===== src/rtl/core/swlfc_pkg.sv =====
// ----------------------------------------------------------------------------
// Sliding-window link flow control package
// Shared types, event and result codes, and the slot arithmetic used by the
// front end, the command queue and the sequencing back end.
// ----------------------------------------------------------------------------
package swlfc_pkg;

  // Default window sizes, handed to the top level as parameter defaults.
  localparam int unsigned SEND_WINDOW_DEFAULT = 8;
  localparam int unsigned RECV_WINDOW_DEFAULT = 8;

  // Entries in the queue between front end and back end.
  localparam int unsigned QUEUE_DEPTH = 2;

  // Event codes on the input channel.
  localparam logic [2:0] OP_SEND    = 3'd0;
  localparam logic [2:0] OP_ACK     = 3'd1;
  localparam logic [2:0] OP_DATA    = 3'd2;
  localparam logic [2:0] OP_TIMEOUT = 3'd3;
  localparam logic [2:0] OP_SYNC    = 3'd4;

  // Result kinds on the output channel.
  localparam logic [2:0] KIND_TX_NEW    = 3'd0;
  localparam logic [2:0] KIND_RETX      = 3'd1;
  localparam logic [2:0] KIND_FREED     = 3'd2;
  localparam logic [2:0] KIND_DELIVER   = 3'd3;
  localparam logic [2:0] KIND_SEND_ACK  = 3'd4;
  localparam logic [2:0] KIND_CONNECTED = 3'd5;
  localparam logic [2:0] KIND_REFUSED   = 3'd6;
  localparam logic [2:0] KIND_IGNORED   = 3'd7;

  typedef struct packed {
    logic [2:0] op;
    logic [7:0] seq;
    logic [7:0] peer_expected;
  } in_item_t;

  typedef struct packed {
    logic [2:0] kind;
    logic [7:0] seq_out;
    logic [2:0] slot;
    logic       last;
  } out_item_t;

  // Decoded command class as it travels through the queue.
  typedef enum logic [2:0] {
    CMD_SEND,
    CMD_ACK,
    CMD_DATA,
    CMD_TIMEOUT,
    CMD_SYNC,
    CMD_IGNORE
  } cmd_e;

  typedef struct packed {
    cmd_e       cmd;
    logic [7:0] seq;
    logic [7:0] peer_expected;
  } cmd_t;

  // Remainder of an 8-bit value by a constant window size. The quotient comes
  // from a multiply by recip = ceil(2^16 / divisor), which is exact for every
  // 8-bit value and any divisor from 1 to 255; the remainder is what is left
  // after taking quotient times divisor off the value.
  function automatic logic [7:0] mod_by(input logic [7:0]  value,
                                        input logic [7:0]  divisor,
                                        input logic [16:0] recip);
    logic [24:0] prod;
    logic [7:0]  quo;
    logic [15:0] back;
    prod = {17'd0, value} * {8'd0, recip};
    quo  = prod[23:16];
    back = {8'd0, quo} * {8'd0, divisor};
    return value - back[7:0];
  endfunction

endpackage


===== src/rtl/core/sliding_window_link_flow_control_top.sv =====
// ----------------------------------------------------------------------------
// Sliding-window link flow control
// Sequence and window bookkeeping for a selective-repeat link with 8-bit
// modular sequence numbers.
// ----------------------------------------------------------------------------
//
//   Channel  Handshake             Payload                 Transfer carries
//   -------  --------------------  ----------------------  --------------------
//   input    in_valid_i/in_ready_o in_item_i  (in_item_t)  one link event
//   output   out_valid_o/out_ready_i out_item_o (out_item_t) one result item
//
// An event passes the front register and the command queue before the back
// end takes it. The back end issues one result per cycle unless the output
// stalls; an event holds it until its results are out: one for send, sync,
// ignored events and refused or ignored acks and frames; a dispatch step and
// one per freed slot for an ack; a dispatch step, one per released frame and
// an ack for an in-order frame; a slot memory read and its result for a
// timeout. Reset, asynchronous and active low, clears all window state at
// once, and events are taken from its release. An output stall holds the
// back end; the queue and front register keep taking events until full.
//
module sliding_window_link_flow_control_top #(
  parameter int unsigned SEND_WINDOW = swlfc_pkg::SEND_WINDOW_DEFAULT,
  parameter int unsigned RECV_WINDOW = swlfc_pkg::RECV_WINDOW_DEFAULT
) (
  input  logic                 clk_i,
  input  logic                 rst_ni,
  input  logic                 in_valid_i,
  output logic                 in_ready_o,
  input  swlfc_pkg::in_item_t  in_item_i,
  output logic                 out_valid_o,
  input  logic                 out_ready_i,
  output swlfc_pkg::out_item_t out_item_o
);

  // Decoded commands from the front end into the queue.
  logic            fe_valid;
  logic            fe_ready;
  swlfc_pkg::cmd_t fe_cmd;

  // Commands from the queue into the back end.
  logic            be_valid;
  logic            be_ready;
  swlfc_pkg::cmd_t be_cmd;

  // The front end registers each event and sorts it into a command class.
  // Unknown event codes become an ignore command here, so the back end never
  // sees a raw code.
  swlfc_front u_front (
    .clk_i       (clk_i),
    .rst_ni      (rst_ni),
    .in_valid_i  (in_valid_i),
    .in_ready_o  (in_ready_o),
    .in_item_i   (in_item_i),
    .cmd_valid_o (fe_valid),
    .cmd_ready_i (fe_ready),
    .cmd_o       (fe_cmd)
  );

  // The queue lets the front end keep accepting events while the back end
  // works through a long acknowledgement or release run.
  swlfc_queue u_queue (
    .clk_i        (clk_i),
    .rst_ni       (rst_ni),
    .push_valid_i (fe_valid),
    .push_ready_o (fe_ready),
    .push_cmd_i   (fe_cmd),
    .pop_valid_o  (be_valid),
    .pop_ready_i  (be_ready),
    .pop_cmd_o    (be_cmd)
  );

  // The back end owns the windows, the hold and received flags and the slot
  // sequence memory. It walks slots one per cycle unless the output stalls,
  // and writes each result into its output register, stable under a stall.
  swlfc_back #(
    .SEND_WINDOW (SEND_WINDOW),
    .RECV_WINDOW (RECV_WINDOW)
  ) u_back (
    .clk_i       (clk_i),
    .rst_ni      (rst_ni),
    .cmd_valid_i (be_valid),
    .cmd_ready_o (be_ready),
    .cmd_i       (be_cmd),
    .out_valid_o (out_valid_o),
    .out_ready_i (out_ready_i),
    .out_item_o  (out_item_o)
  );

endmodule


===== src/rtl/core/swlfc_front.sv =====
// ----------------------------------------------------------------------------
// Sliding-window link front end
// Accepts input events into a register and classifies each into a command.
// ----------------------------------------------------------------------------
module swlfc_front (
  input  logic                 clk_i,
  input  logic                 rst_ni,
  input  logic                 in_valid_i,
  output logic                 in_ready_o,
  input  swlfc_pkg::in_item_t  in_item_i,
  output logic                 cmd_valid_o,
  input  logic                 cmd_ready_i,
  output swlfc_pkg::cmd_t      cmd_o
);

  logic            valid_q;
  logic            valid_d;
  swlfc_pkg::cmd_t cmd_q;
  swlfc_pkg::cmd_t cmd_d;
  logic            accept;

  assign in_ready_o  = !valid_q || cmd_ready_i;
  assign accept      = in_valid_i && in_ready_o;
  assign cmd_valid_o = valid_q;
  assign cmd_o       = cmd_q;

  always_comb begin
    cmd_d.seq           = in_item_i.seq;
    cmd_d.peer_expected = in_item_i.peer_expected;
    case (in_item_i.op)
      swlfc_pkg::OP_SEND:    cmd_d.cmd = swlfc_pkg::CMD_SEND;
      swlfc_pkg::OP_ACK:     cmd_d.cmd = swlfc_pkg::CMD_ACK;
      swlfc_pkg::OP_DATA:    cmd_d.cmd = swlfc_pkg::CMD_DATA;
      swlfc_pkg::OP_TIMEOUT: cmd_d.cmd = swlfc_pkg::CMD_TIMEOUT;
      swlfc_pkg::OP_SYNC:    cmd_d.cmd = swlfc_pkg::CMD_SYNC;
      default:               cmd_d.cmd = swlfc_pkg::CMD_IGNORE;
    endcase
  end

  always_comb begin
    valid_d = valid_q;
    if (accept) begin
      valid_d = 1'b1;
    end else if (cmd_ready_i) begin
      valid_d = 1'b0;
    end
  end

  always_ff @(posedge clk_i or negedge rst_ni) begin
    if (!rst_ni) begin
      valid_q <= 1'b0;
    end else begin
      valid_q <= valid_d;
    end
  end

  always_ff @(posedge clk_i) begin
    if (accept) begin
      cmd_q <= cmd_d;
    end
  end

endmodule


===== src/rtl/core/swlfc_queue.sv =====
// ----------------------------------------------------------------------------
// Sliding-window link command queue
// A short FIFO that decouples the front end from the back end.
// ----------------------------------------------------------------------------
module swlfc_queue (
  input  logic            clk_i,
  input  logic            rst_ni,
  input  logic            push_valid_i,
  output logic            push_ready_o,
  input  swlfc_pkg::cmd_t push_cmd_i,
  output logic            pop_valid_o,
  input  logic            pop_ready_i,
  output swlfc_pkg::cmd_t pop_cmd_o
);

  localparam int unsigned Depth = swlfc_pkg::QUEUE_DEPTH;
  localparam int unsigned PtrW  = (Depth > 1) ? $clog2(Depth) : 1;
  localparam int unsigned CntW  = $clog2(Depth + 1);
  localparam logic [PtrW-1:0] LastPtr = PtrW'(Depth - 1);
  localparam logic [CntW-1:0] FullCnt = CntW'(Depth);

  swlfc_pkg::cmd_t entries_q [Depth];
  logic [PtrW-1:0] wr_ptr_q;
  logic [PtrW-1:0] wr_ptr_d;
  logic [PtrW-1:0] rd_ptr_q;
  logic [PtrW-1:0] rd_ptr_d;
  logic [CntW-1:0] count_q;
  logic [CntW-1:0] count_d;
  logic            push;
  logic            pop;

  assign push_ready_o = (count_q != FullCnt);
  assign pop_valid_o  = (count_q != '0);
  assign pop_cmd_o    = entries_q[rd_ptr_q];
  assign push         = push_valid_i && push_ready_o;
  assign pop          = pop_valid_o && pop_ready_i;

  always_comb begin
    wr_ptr_d = wr_ptr_q;
    rd_ptr_d = rd_ptr_q;
    count_d  = count_q;
    if (push) begin
      wr_ptr_d = (wr_ptr_q == LastPtr) ? '0 : wr_ptr_q + PtrW'(1);
    end
    if (pop) begin
      rd_ptr_d = (rd_ptr_q == LastPtr) ? '0 : rd_ptr_q + PtrW'(1);
    end
    if (push && !pop) begin
      count_d = count_q + CntW'(1);
    end else if (pop && !push) begin
      count_d = count_q - CntW'(1);
    end
  end

  always_ff @(posedge clk_i or negedge rst_ni) begin
    if (!rst_ni) begin
      wr_ptr_q <= '0;
      rd_ptr_q <= '0;
      count_q  <= '0;
    end else begin
      wr_ptr_q <= wr_ptr_d;
      rd_ptr_q <= rd_ptr_d;
      count_q  <= count_d;
    end
  end

  always_ff @(posedge clk_i) begin
    if (push) begin
      entries_q[wr_ptr_q] <= push_cmd_i;
    end
  end

endmodule


===== src/rtl/core/swlfc_back.sv =====
// ----------------------------------------------------------------------------
// Sliding-window link back end
// Holds the window state and carries out one command at a time, issuing
// one result per cycle into an output register unless the output stalls.
// ----------------------------------------------------------------------------
module swlfc_back #(
  parameter int unsigned SEND_WINDOW = swlfc_pkg::SEND_WINDOW_DEFAULT,
  parameter int unsigned RECV_WINDOW = swlfc_pkg::RECV_WINDOW_DEFAULT
) (
  input  logic                 clk_i,
  input  logic                 rst_ni,
  input  logic                 cmd_valid_i,
  output logic                 cmd_ready_o,
  input  swlfc_pkg::cmd_t      cmd_i,
  output logic                 out_valid_o,
  input  logic                 out_ready_i,
  output swlfc_pkg::out_item_t out_item_o
);

  localparam int unsigned SlotW  = (SEND_WINDOW > 1) ? $clog2(SEND_WINDOW) : 1;
  localparam int unsigned RslotW = (RECV_WINDOW > 1) ? $clog2(RECV_WINDOW) : 1;
  localparam int unsigned CntW   = $clog2(RECV_WINDOW + 1);
  localparam logic [7:0]      SendWin8   = 8'(SEND_WINDOW);
  localparam logic [8:0]      SendWin9   = 9'(SEND_WINDOW);
  localparam logic [7:0]      RecvWin8   = 8'(RECV_WINDOW);
  localparam logic [8:0]      RecvWin9   = 9'(RECV_WINDOW);
  localparam logic [CntW-1:0] RecvWinCnt = CntW'(RECV_WINDOW);
  // Reciprocals of the window sizes for the slot remainder.
  localparam logic [16:0]     SendRecip  = 17'((65536 + SEND_WINDOW - 1) / SEND_WINDOW);
  localparam logic [16:0]     RecvRecip  = 17'((65536 + RECV_WINDOW - 1) / RECV_WINDOW);

  localparam logic [1:0] ST_IDLE = 2'd0;
  localparam logic [1:0] ST_ACK  = 2'd1;
  localparam logic [1:0] ST_DATA = 2'd2;
  localparam logic [1:0] ST_TMO  = 2'd3;

  logic [1:0]             state_q, state_d;
  logic [7:0]             last_sent_q, last_sent_d;
  logic [7:0]             last_acked_q, last_acked_d;
  logic [7:0]             next_exp_q, next_exp_d;
  logic [SEND_WINDOW-1:0] held_q, held_d;
  logic [RECV_WINDOW-1:0] present_q, present_d;
  logic                   synack_wait_q, synack_wait_d;
  logic [7:0]             synack_num_q, synack_num_d;
  logic [7:0]             target_q, target_d;
  logic [CntW-1:0]        rel_cnt_q, rel_cnt_d;
  logic                   out_valid_q, out_valid_d;
  swlfc_pkg::out_item_t   out_q;

  // Sequence number held by each send slot.
  logic [7:0]             slot_seq_mem [SEND_WINDOW];
  logic [7:0]             mem_rd_q;
  logic                   mem_we;
  logic [SlotW-1:0]       mem_waddr;
  logic [7:0]             mem_wdata;
  logic                   mem_re;
  logic [SlotW-1:0]       mem_raddr;

  logic                   can_emit;
  logic                   dispatch;
  logic                   emit;
  swlfc_pkg::out_item_t   emit_item;

  logic [7:0] nxt_seq, nxt_mod;
  logic [7:0] outstanding;
  logic       send_full;
  logic [7:0] ack_pos;
  logic       ack_in;
  logic [7:0] data_pos;
  logic       data_in;
  logic [7:0] data_mod;
  logic [7:0] cmd_mod;
  logic [7:0] sync_mod;
  logic [7:0] free_seq, free_mod;
  logic       free_last;
  logic [7:0] ne_mod;
  logic [7:0] ne_prev;
  logic [7:0] tmo_mod;
  logic [7:0] pexp_prev;

  assign can_emit    = !out_valid_q || out_ready_i;
  assign cmd_ready_o = (state_q == ST_IDLE) && can_emit;
  assign dispatch    = cmd_valid_i && cmd_ready_o;
  assign out_valid_o = out_valid_q;
  assign out_item_o  = out_q;

  assign nxt_seq     = last_sent_q + 8'd1;
  assign nxt_mod     = swlfc_pkg::mod_by(nxt_seq, SendWin8, SendRecip);
  assign outstanding = last_sent_q - last_acked_q;
  assign send_full   = {1'b0, outstanding} >= SendWin9;
  assign ack_pos     = cmd_i.seq - (last_acked_q + 8'd1);
  assign ack_in      = ack_pos < outstanding;
  assign data_pos    = cmd_i.seq - next_exp_q;
  assign data_in     = {1'b0, data_pos} < RecvWin9;
  assign data_mod    = swlfc_pkg::mod_by(cmd_i.seq, RecvWin8, RecvRecip);
  assign cmd_mod     = swlfc_pkg::mod_by(cmd_i.seq, SendWin8, SendRecip);
  assign sync_mod    = swlfc_pkg::mod_by(cmd_i.peer_expected, SendWin8, SendRecip);
  assign pexp_prev   = cmd_i.peer_expected - 8'd1;
  assign free_seq    = last_acked_q + 8'd1;
  assign free_mod    = swlfc_pkg::mod_by(free_seq, SendWin8, SendRecip);
  assign free_last   = (free_seq == target_q);
  assign ne_mod      = swlfc_pkg::mod_by(next_exp_q, RecvWin8, RecvRecip);
  assign ne_prev     = next_exp_q - 8'd1;
  assign tmo_mod     = swlfc_pkg::mod_by(target_q, SendWin8, SendRecip);

  always_comb begin
    state_d       = state_q;
    last_sent_d   = last_sent_q;
    last_acked_d  = last_acked_q;
    next_exp_d    = next_exp_q;
    held_d        = held_q;
    present_d     = present_q;
    synack_wait_d = synack_wait_q;
    synack_num_d  = synack_num_q;
    target_d      = target_q;
    rel_cnt_d     = rel_cnt_q;
    mem_we        = 1'b0;
    mem_waddr     = nxt_mod[SlotW-1:0];
    mem_wdata     = nxt_seq;
    mem_re        = 1'b0;
    mem_raddr     = cmd_mod[SlotW-1:0];
    emit          = 1'b0;
    emit_item     = '{kind: swlfc_pkg::KIND_IGNORED, seq_out: cmd_i.seq, slot: 3'd0,
                      last: 1'b1};

    case (state_q)
      ST_IDLE: begin
        if (dispatch) begin
          case (cmd_i.cmd)
            swlfc_pkg::CMD_SEND: begin
              emit = 1'b1;
              if (send_full) begin
                emit_item = '{kind: swlfc_pkg::KIND_REFUSED, seq_out: nxt_seq,
                              slot: nxt_mod[2:0], last: 1'b1};
              end else begin
                last_sent_d                  = nxt_seq;
                held_d[nxt_mod[SlotW-1:0]]   = 1'b1;
                mem_we                       = 1'b1;
                emit_item = '{kind: swlfc_pkg::KIND_TX_NEW, seq_out: nxt_seq,
                              slot: nxt_mod[2:0], last: 1'b1};
              end
            end
            swlfc_pkg::CMD_ACK: begin
              if (ack_in) begin
                target_d = cmd_i.seq;
                state_d  = ST_ACK;
                if (synack_wait_q && (synack_num_q == cmd_i.seq)) begin
                  synack_wait_d = 1'b0;
                  emit          = 1'b1;
                  emit_item = '{kind: swlfc_pkg::KIND_CONNECTED, seq_out: cmd_i.seq,
                                slot: 3'd0, last: 1'b0};
                end
              end else begin
                emit = 1'b1;
              end
            end
            swlfc_pkg::CMD_DATA: begin
              if (data_in) begin
                present_d[data_mod[RslotW-1:0]] = 1'b1;
                if (cmd_i.seq == next_exp_q) begin
                  rel_cnt_d = '0;
                  state_d   = ST_DATA;
                end else begin
                  emit      = 1'b1;
                  emit_item = '{kind: swlfc_pkg::KIND_SEND_ACK, seq_out: ne_prev,
                                slot: 3'd0, last: 1'b1};
                end
              end else begin
                emit = 1'b1;
              end
            end
            swlfc_pkg::CMD_TIMEOUT: begin
              mem_re   = 1'b1;
              target_d = cmd_i.seq;
              state_d  = ST_TMO;
            end
            swlfc_pkg::CMD_SYNC: begin
              held_d                       = '0;
              held_d[sync_mod[SlotW-1:0]]  = 1'b1;
              present_d                    = '0;
              next_exp_d                   = cmd_i.seq;
              last_acked_d                 = pexp_prev;
              last_sent_d                  = cmd_i.peer_expected;
              mem_we                       = 1'b1;
              mem_waddr                    = sync_mod[SlotW-1:0];
              mem_wdata                    = cmd_i.peer_expected;
              synack_wait_d                = 1'b1;
              synack_num_d                 = cmd_i.peer_expected;
              emit                         = 1'b1;
              emit_item = '{kind: swlfc_pkg::KIND_TX_NEW, seq_out: cmd_i.peer_expected,
                            slot: sync_mod[2:0], last: 1'b1};
            end
            default: begin
              emit = 1'b1;
            end
          endcase
        end
      end
      ST_ACK: begin
        // Free one slot per cycle while the output is not stalled, oldest first, up to the acknowledged number.
        if (can_emit) begin
          last_acked_d                 = free_seq;
          held_d[free_mod[SlotW-1:0]]  = 1'b0;
          emit                         = 1'b1;
          emit_item = '{kind: swlfc_pkg::KIND_FREED, seq_out: free_seq,
                        slot: free_mod[2:0], last: free_last};
          if (free_last) begin
            state_d = ST_IDLE;
          end
        end
      end
      ST_DATA: begin
        // Release the contiguous run of received frames, then acknowledge.
        if (can_emit) begin
          emit = 1'b1;
          if ((rel_cnt_q < RecvWinCnt) && present_q[ne_mod[RslotW-1:0]]) begin
            present_d[ne_mod[RslotW-1:0]] = 1'b0;
            next_exp_d                    = next_exp_q + 8'd1;
            rel_cnt_d                     = rel_cnt_q + CntW'(1);
            emit_item = '{kind: swlfc_pkg::KIND_DELIVER, seq_out: next_exp_q,
                          slot: ne_mod[2:0], last: 1'b0};
          end else begin
            state_d   = ST_IDLE;
            emit_item = '{kind: swlfc_pkg::KIND_SEND_ACK, seq_out: ne_prev,
                          slot: 3'd0, last: 1'b1};
          end
        end
      end
      ST_TMO: begin
        if (can_emit) begin
          emit    = 1'b1;
          state_d = ST_IDLE;
          if (held_q[tmo_mod[SlotW-1:0]] && (mem_rd_q == target_q)) begin
            emit_item = '{kind: swlfc_pkg::KIND_RETX, seq_out: target_q,
                          slot: tmo_mod[2:0], last: 1'b1};
          end else begin
            emit_item = '{kind: swlfc_pkg::KIND_IGNORED, seq_out: target_q,
                          slot: 3'd0, last: 1'b1};
          end
        end
      end
      default: begin
        state_d = ST_IDLE;
      end
    endcase
  end

  always_comb begin
    out_valid_d = out_valid_q;
    if (emit) begin
      out_valid_d = 1'b1;
    end else if (out_ready_i) begin
      out_valid_d = 1'b0;
    end
  end

  always_ff @(posedge clk_i or negedge rst_ni) begin
    if (!rst_ni) begin
      state_q       <= ST_IDLE;
      last_sent_q   <= '0;
      last_acked_q  <= '0;
      next_exp_q    <= '0;
      held_q        <= '0;
      present_q     <= '0;
      synack_wait_q <= 1'b0;
      synack_num_q  <= '0;
      target_q      <= '0;
      rel_cnt_q     <= '0;
      out_valid_q   <= 1'b0;
    end else begin
      state_q       <= state_d;
      last_sent_q   <= last_sent_d;
      last_acked_q  <= last_acked_d;
      next_exp_q    <= next_exp_d;
      held_q        <= held_d;
      present_q     <= present_d;
      synack_wait_q <= synack_wait_d;
      synack_num_q  <= synack_num_d;
      target_q      <= target_d;
      rel_cnt_q     <= rel_cnt_d;
      out_valid_q   <= out_valid_d;
    end
  end

  always_ff @(posedge clk_i) begin
    if (emit) begin
      out_q <= emit_item;
    end
  end

  always_ff @(posedge clk_i) begin
    if (mem_we) begin
      slot_seq_mem[mem_waddr] <= mem_wdata;
    end
  end

  always_ff @(posedge clk_i) begin
    if (mem_re) begin
      mem_rd_q <= slot_seq_mem[mem_raddr];
    end
  end

endmodule


===== config.mk =====
export PLATFORM = sky130hd
export DESIGN_NAME = sliding_window_link_flow_control_top
export DESIGN_NICKNAME = d
export VERILOG_FILES = /design/src/rtl/core/swlfc_pkg.sv /design/src/rtl/core/sliding_window_link_flow_control_top.sv /design/src/rtl/core/swlfc_front.sv /design/src/rtl/core/swlfc_queue.sv /design/src/rtl/core/swlfc_back.sv
export SDC_FILE = /design/constraint.sdc
export NUM_CORES = 1
export LEC_CHECK = 0
export BUFFER_PORTS_ARGS = -buffer_cell sky130_fd_sc_hd__buf_2
export CORE_MARGIN = 4
export CORE_UTILIZATION = 57
export DETAILED_ROUTE_END_ITERATION = 16
export PLACE_DENSITY = 0.77
export SLEW_MARGIN = 10
export SYNTH_ARGS = -nofsm -noshare
export SYNTH_HDL_FRONTEND = slang
export SYNTH_SLANG_ARGS = --single-unit

===== constraint.sdc =====
create_clock -name clk_i -period 4.5 [get_ports clk_i]
set_input_delay 0.225 -clock clk_i [delete_from_list [all_inputs] [get_ports clk_i]]
set_output_delay 0.225 -clock clk_i [all_outputs]
set_load 0.01 [all_outputs]

## Word level (Yosys, flattened, before mapping)

Memory sizes are Yosys's and may differ from the RTL's. A register that Yosys moved wholly into a read port is not among the register bits.
Cells that the tools add are included.
Widths: inputs -> output; s select.

| storage, ports and cells | value |
|---|---|
| register bits after elaboration | 103 |
| memories | 2 |
| memory bits (writable) | 102 |
| word-level logic and storage cells | 250 |

Memory list:

| name | words | width | read ports | clocked after Yosys merged registers in | write ports | RTL line | text |
|---|---|---|---|---|---|---|---|
| u_back.slot_seq_mem | 8 | 8 | 1 | 1 | 1 | swlfc_back.sv:51 | `logic [7:0] slot_seq_mem [SEND_WINDOW];` |
| u_queue.entries_q | 2 | 19 | 1 | 0 | 1 | swlfc_queue.sv:22 | `swlfc_pkg::cmd_t entries_q [Depth];` |

| operators by class | value |
|---|---|
| bitwise gates (word level) | 6 |
| add/sub/neg operators | 19 |
| $lt $le $gt $ge | 15 |
| mux-type cells | 106 |
| eq/ne operators | 37 |
| reduce and logical (&&, ||, !) cells | 43 |

Operators by type and width:

| kind | number |
|---|---|
| $mux 8 | 19 |
| $pmux 8 s2 | 8 |
| $pmux 15 s4 | 2 |
| $mux 15 | 7 |
| $mux 14 | 4 |
| $eq 8x8->1 | 4 |
| $mux 1 | 31 |
| $add 8x1->8 const B | 3 |
| $lt 3x4->1 const B | 6 |
| $mux 4 | 6 |
| $sub 8x8->8 | 3 |
| $mux 2 | 11 |
| $reduce_bool 2->1 | 9 |
| $sub 3x1->3 const B | 6 |
| $and 8x8->8 | 2 |
| $ne 2x1->1 const B | 8 |
| $not 8->8 | 2 |
| $or 8x8->8 | 2 |
| $sub 8x1->8 const B | 2 |
| $demux 1 s3 | 5 |
| $ge 3x1->1 const B | 5 |
| $pmux 3 s5 | 1 |
| $reduce_and 5->1 | 3 |
| $logic_and 1x1->1 | 14 |
| other kinds (34) | 63 |

## Logic depth before layout (Yosys ltp)

Gate-level depths: netlist (run 1).

| depth | value |
|---|---|
| depth in word-level cells | 11 |
| gate-level depth with buffers | 20 |
| depth with buffers taken out | 16 |

## Modules after synthesis

Synthesis (run 1) repeated with hierarchy kept, for this count alone.

| second synthesis, totals | value |
|---|---|
| cells, all modules | 1102 |
| area, all modules | 11939.0 um^2 |

Modules (own cells, without submodules):

| module | cells an instance | area an instance (um^2) | instances | sequential area each (um^2) |
|---|---|---|---|---|
| swlfc_back | 999 | 9708.1 | 1 | 4214.0 |
| swlfc_queue | 77 | 1589.0 | 1 | 1241.2 |
| swlfc_front | 26 | 641.9 | 1 | 595.6 |

## Worst setup path after synthesis (run 1)

No wires, ideal clock.

| timing path | value |
|---|---|
| path kind | reg-to-reg |
| start point | reg u_queue.rd_ptr_q |
| end point | reg u_back.out_q (netlist bit u_back.out_item_o[0]), enable pin |
| setup time | 366 ps |
| period minus slack after synthesis | 4767 ps |
| path slack | -267 ps |
| data arrival time | 4401 ps |
| cell stages (with the launch flop) | 20 |
| path through | dfrtp_1 -> buf_6 -> mux2i_1 -> inv_1 -> clkbuf_1 -> clkbuf_1 -> ha_1 -> nor2b_1 -> o22ai_2 -> a21oi_1 -> o211ai_1 -> maj3_2 -> maj3_2 -> xnor2_1 -> ha_1 -> nand2_1 -> o21ai_0 -> nand2b_1 -> a31oi_1 -> nand2_1 |

RTL lines:

| item | RTL line | text |
|---|---|---|
| from (decl) | swlfc_queue.sv:25 | `logic [PtrW-1:0] rd_ptr_q;` |
| from (signal assigned) | swlfc_queue.sv:62 | `rd_ptr_q <= rd_ptr_d;` |
| to (signal assigned) | swlfc_back.sv:287 | `out_q <= emit_item;` |
| to (decl) | swlfc_back.sv:48 | `swlfc_pkg::out_item_t out_q;` |

==> summary.txt, run 1 <==
Nets - 1296
RSZ-0062 raised after global routing - false
largest net degree at the start of global routing - 40
status - completed
later-pin clock latency in the skew report - 0.53 ns
drt pass-1 iters - 5
Root Buffer - clkbuf_16
Rows - 52
area leader, netlist - edfxtp_1
core area - 20560 sq um
synth unique cells - 91
Syn. warnings - 0
CTS tree - built
Rel. slew slack - 0.3485
setup violators final - 0
Die Width - 153.5 um
drt drc - 0
die area - 23570 sq um
Routability Congestion - 0.9999
main flop type after synthesis - edfxtp_1
area taken by flip-flops and latches - 6051 sq um
layout cell share with drive strength beyond 1 - 0.1440
worst vdd ir - 0.0004148 V
Crit Path Class - register to register
worst-path fanout max - 26
Fill cells - 1626
#FFs+latches synth - 213
CTS Sinks - 213
CTS Buffer Depth - 3
CP Data Required Time - 4.73 ns
Hold WC Path Type - primary input to register
Yosys top cell area share - 0.3582
Final Hold Fails - 0
Pleak - 5.187 nW
Iter 0 DRT Violations - 1286
Avg WL per Cell - 21.98 um
Non-Filler Instances - 1527
htree depth - 1
endpoint type of the worst setup path - register
Die Span Y - 153.5 um
via count - 9901
first-pass GRT wire length - 52660 um
Reg clk slew, reported paths - 0.06 ns
vias per inst - 6.484
Least-Margin Pin Slew - 0.9699 ns
Final Cell Area - 13700 sq um
TritonCTS buffer count - 23
max-slew violations - 0
top post-synthesis cells by area - edfxtp_1, dfrtp_1, a21oi_1, nor2_1, xnor2_1
P per Cell Area - 730.7 nW/um^2
DP HPWL - 23210 um
initial antenna violation count - 0
Worst setup SP type - register
initial core utilization - 0.5871
diodes inserted - 0
final period utilization - 0.9362
achievable clock frequency - 237.4 MHz
Post-synth EDFFs - 144
Power Total - 10.01 mW
clk_skew - 0.01915 ns
Post-CTS Setup Bufs - 0
register area share after synthesis - 0.5013
Overall Global Routing Usage - 0.2802
DRT Wirelength - 33560 um
I/O pin cnt - 40
synthesized cell area - 12070 sq um
multi-input logic area - 5589 sq um
syn nets - 1230
syn avg cell area - 10.28 sq um
Port Buffers - 39
dpl cell area - 12670 sq um
Placed Cells - 1463
antenna-violating nets left - 0
Post-synth ARST share - 0.3239
max_cap viols - 0
Final Critical Period - 4.213 ns
Setup TNS - 0 ns
Synth Instances - 1174
Worst EP arrival - 4.45 ns
total grt overflow - 0
area grow syn2layout - 13.51%
vias in the first global route - 9313
-- cells in the mapped netlist (all sizes together), types with 11 or more instances --
cell type  instances
xnor2             49
dfrtp             69
o211ai            11
nand2            109
ha                31
nor2             116
mux2i             23
edfxtp           144
a2bb2oi           12
a21oi             92
buf               19
nor3              27
xor2              24
clkbuf            43
a211oi            19
nand2b            13
inv               48
mux2              17
o21ai             59
nand3             50
o22ai             11
nor4              16
a31oi             19
-- per-layer routing --
metal  track usage  vias up  part of all wire
met1        0.4029     4743              0.41
met5             0        -                 0
met3       0.05424       95              0.10
li1              -     4495                 -
met2        0.4301      568              0.45
met4       0.09714        0             0.037
-- per-stage QoR --
step | worst slack, ns | util | hold WS, ns
global placement | 0.3919 | 0.6163 | 0.3267
global route | 0.01297 | 0.6664 | 0.2754
detailed placement | 0.2262 | 0.6163 | 0.3360
CTS | 0.2060 | 0.6655 | 0.2100
finish | 0.2871 | 0.6664 | 0.2223
floorplan | 0.02588 | - | -0.07059
-- flip-flops by register name, summed over array words and instances, names as in the netlist, 15 cells and up --
register and count:
u_queue.entries_q 38, u_back.out_item_o 15, u_back.slot_seq_mem 64, u_front.cmd_o 19
-- worst paths after layout --
check / slack, ns / cells past startpoint / startpoint / to
hold / removal: 0.22 / 4 / out_ready_i / u_back.out_valid_o
max in group asynchronous: 3.12 / 3 / rst_ni / u_back.present_q[2]
setup / recovery: 0.29 / 12 / u_queue.rd_ptr_q / u_back.out_item_o[8]
hold reg to reg: 0.44 / 0 / u_front.cmd_o[18] / u_queue.entries_q[0][18]
min in group asynchronous: 0.34 / 2 / rst_ni / u_queue.wr_ptr_q
setup reg to reg: 0.29 / 12 / u_queue.rd_ptr_q / u_back.out_item_o[8]
-- power by group --
group	internal, mW	leakage, nW	switching, mW
combinational	1.91	2.55	3.14
sequential	2.65	2.25	0.361
clock	1.15	0.389	0.800
total	5.71	5.19	4.30
-- cell type report --
type                       instances  area share
clock buffer                      30     0.04758
clock inverter                    12     0.01014
inverter                          49     0.01379
multi-input combinational        850      0.4079
sequential                       213      0.4416
tap                              270     0.02466
timing repair buffer             103     0.05425
-- placed cells by master (no fill, tap or decap), drive strengths merged, types with 8 or more instances in the layout --
master | Yosys | routed
nor4 | 16 | 16
o31ai | 10 | 10
a31oi | 19 | 19
nand2b | 13 | 13
dlygate4sd3 | 0 | 22
nor3 | 27 | 27
dfrtp | 69 | 69
mux2 | 17 | 17
clkbuf | 43 | 30
and3 | 10 | 10
inv | 48 | 51
a21oi | 92 | 92
xnor2 | 49 | 49
nor2 | 116 | 116
nor3b | 8 | 8
xor2 | 24 | 24
a2bb2oi | 12 | 12
a211oi | 19 | 19
nand4 | 8 | 8
a221oi | 8 | 8
edfxtp | 144 | 144
ha | 31 | 31
buf | 19 | 81
nand3 | 50 | 50
nand2 | 109 | 109
nor2b | 9 | 9
o211ai | 11 | 11
o22ai | 11 | 11
mux2i | 23 | 23
o21ai | 59 | 59
-- cell families (layout without fill, tap and decap cells) --
| group | after synthesis | after routing | synth area share |
|---|---|---|---|
| AOI/OAI and AO/OA | 313 | 313 | 0.1724 |
| xor gates and xnor gates | 73 | 73 | 0.05452 |
| adders and majority gates | 37 | 37 | 0.03918 |
| buffers and inverters | 111 | 194 | 0.03794 |
| DFF | 213 | 213 | 0.5013 |
| muxes | 42 | 42 | 0.04198 |
| and+or+nand+nor | 385 | 385 | 0.1527 |
-- critical path, cell delays in order (launching register included) --
cell and delay (ns):
dfrtp_1 0.46, buf_4 0.44, mux2i_1 0.29, buf_4 0.25, inv_1 0.13, ha_1 0.39
and3_1 0.19, o21ai_0 0.25, a32o_1 0.28, a31o_2 0.19, nand2_1 0.11, o311ai_0 0.66
nand2_4 0.25
-- what timing repair did --
| action | in CTS | in global routing |
|---|---|---|
| resized for setup | 0 | 3 |
| endpoints found under the hold margin | 50 | 0 |
| hold buffers | 22 | 0 |
| setup endpoints to repair | 0 | 15 |
(Power assumes the default switching activity.)
==> inputs of run 2 (changes only) <==
--- a/config.mk
+++ b/config.mk
@@ -8,6 +8,7 @@
 export BUFFER_PORTS_ARGS = -buffer_cell sky130_fd_sc_hd__buf_2
 export CORE_MARGIN = 4
 export CORE_UTILIZATION = 57
+export CTS_BUF_LIST = sky130_fd_sc_hd__clkbuf_16
 export DETAILED_ROUTE_END_ITERATION = 16
 export PLACE_DENSITY = 0.77
 export SLEW_MARGIN = 10
==> run 2 against run 1 <==
  * Count of clock-buffer cells in the layout fell by 7
  * Cell area fell by 0.36%
  * Non-clock buffer count did not move
  * Sequential share of layout area rose by 0.16 points
  * Critical path type unchanged
==> summary.txt, run 2 (synthesis gave the netlist of run 1 again) <==
Post-CTS Setup Bufs - 0
most frequent cells in the layout - edfxtp_1, nor2_1, nand2_1
I/O pin cnt - 40
vias per inst - 6.494
max reg flops - 64
P per Cell Area - 726.4 nW/um^2
Port Buffers - 39
core area - 20560 sq um
commonest non-fill, non-tap cell in the layout - edfxtp_1
area grow syn2layout - 13.09%
initial core utilization - 0.5871
Routability Congestion - 0.9999
max_cap viols - 0
Root Buffer - clkbuf_16
Least-Margin Pin Slew - 0.9920 ns
htree depth - 1
most frequent CP cell - buf_4
Crit Path Class - register to register
achievable clock frequency - 238.0 MHz
DP HPWL - 23210 um
CTS tree - built
crit-path leading delay family - compound AO/OA/AOI/OAI gates
via count - 9917
CTS Sinks - 213
Final Critical Period - 4.202 ns
endpoint type of the worst setup path - register
first-pass GRT wire length - 52510 um
Final Hold Fails - 0
Fill cells - 1632
die area - 23570 sq um
setup violators final - 0
Reg clk slew, reported paths - 0.06 ns
drt drc - 0
worst vdd ir - 0.0004145 V
Worst setup SP type - register
Pleak - 5.175 nW
Iter 0 DRT Violations - 1398
largest net degree at the start of global routing - 40
total grt overflow - 0
Die Width - 153.5 um
DRT Wirelength - 33380 um
drt pass-1 iters - 7
TritonCTS buffer count - 23
Power Total - 9.915 mW
ordered cell list for the critical path - buf_4 -> mux2i_1 -> buf_4 -> inv_1 -> ha_1 -> and3_1 -> o21ai_0 -> a32o_1 -> a31o_2 -> nand2_1 -> o311ai_0 -> nand2_4
worst-path fanout max - 26
antenna-violating nets left - 0
RSZ-0062 raised after global routing - false
CP max stage cell - o311ai_0
CTS Buffer Depth - 3
Setup TNS - 0 ns
Overall Global Routing Usage - 0.2794
Nets - 1296
Rows - 52
max-slew violations - 0
Avg WL per Cell - 21.86 um
Rel. slew slack - 0.3387
CP Buf/Inv Count - 3
diodes inserted - 0
worst hold start - out_ready_i
Max stage delay on crit path - 0.66 ns
final period utilization - 0.9337
Worst EP arrival - 4.43 ns
initial antenna violation count - 0
Top reg by flops - u_back.slot_seq_mem
Die Span Y - 153.5 um
Final Cell Area - 13650 sq um
clk_skew - 0.01639 ns
later-pin clock latency in the skew report - 0.53 ns
hold_ws - 0.2233 ns
layout cell share with drive strength beyond 1 - 0.1424
vias in the first global route - 9302
Hold WC Path Type - primary input to register
status - completed
reg-to-reg startpoint - u_queue.rd_ptr_q
Worst Setup SP - u_queue.rd_ptr_q
dpl cell area - 12670 sq um
CP Data Required Time - 4.73 ns
DP Worst Slack - 0.2262 ns
setup ws final - 0.2983 ns
## run 2: cell type report
cell class                      count  area (sq um)  share of cell area
Clock buffer                       23         575.6             0.04216
Clock inverter                     19         165.2             0.01210
Timing Repair Buffer              103         743.2             0.05445
Tap cell                          270         337.8             0.02475
Sequential cell                   213          6051              0.4433
Inverter                           49         188.9             0.01384
Multi-Input combinational cell    850          5589              0.4094
## run 2: what timing repair did
item | in CTS | in global routing
endpoints found under the hold margin | 50 | 0
setup endpoints to repair | 0 | 15
gates resized for setup | 0 | 3
hold buffers | 22 | 0
## run 2: worst paths after layout
kind	slack, ns	end	cells past startpoint
worst max-delay path	0.30	u_back.out_item_o[8]	12
worst min-delay path	0.22	u_back.out_valid_o	4
worst max register to register	0.30	u_back.out_item_o[8]	12
worst min register to register	0.44	u_queue.entries_q[1][0]	0
max in group asynchronous	3.13	u_back.present_q[2]	3
min in group asynchronous	0.34	u_back.last_sent_q[1]	2
## run 2: worst min-delay path, delay by kind of cell
kind	cells	cell delay, ns
simple gates	2	0.18
buf+inv	2	0.29
## run 2: per-layer routing
| layer | share of wire | track usage | up-vias |
|---|---|---|---|
| met2 | 0.45 | 0.4297 | 600 |
| met1 | 0.40 | 0.4008 | 4718 |
| met3 | 0.11 | 0.05424 | 107 |
| met5 | 0 | 0 | - |
| li1 | - | - | 4492 |
| met4 | 0.042 | 0.09714 | 0 |
## run 2: per-stage QoR
step	instances	util
after floorplan	1174	-
after global placement	1463	0.6163
after detailed placement	1463	0.6163
after CTS	1527	0.6630
after global routing	1527	0.6639
final	1527	0.6639
## run 2: power by group
| group | total [mW] | switching, mW | internal [mW] |
|---|---|---|---|
| clock | 1.86 | 0.799 | 1.06 |
| sequential | 3.01 | 0.362 | 2.65 |
| combinational | 5.05 | 3.14 | 1.91 |
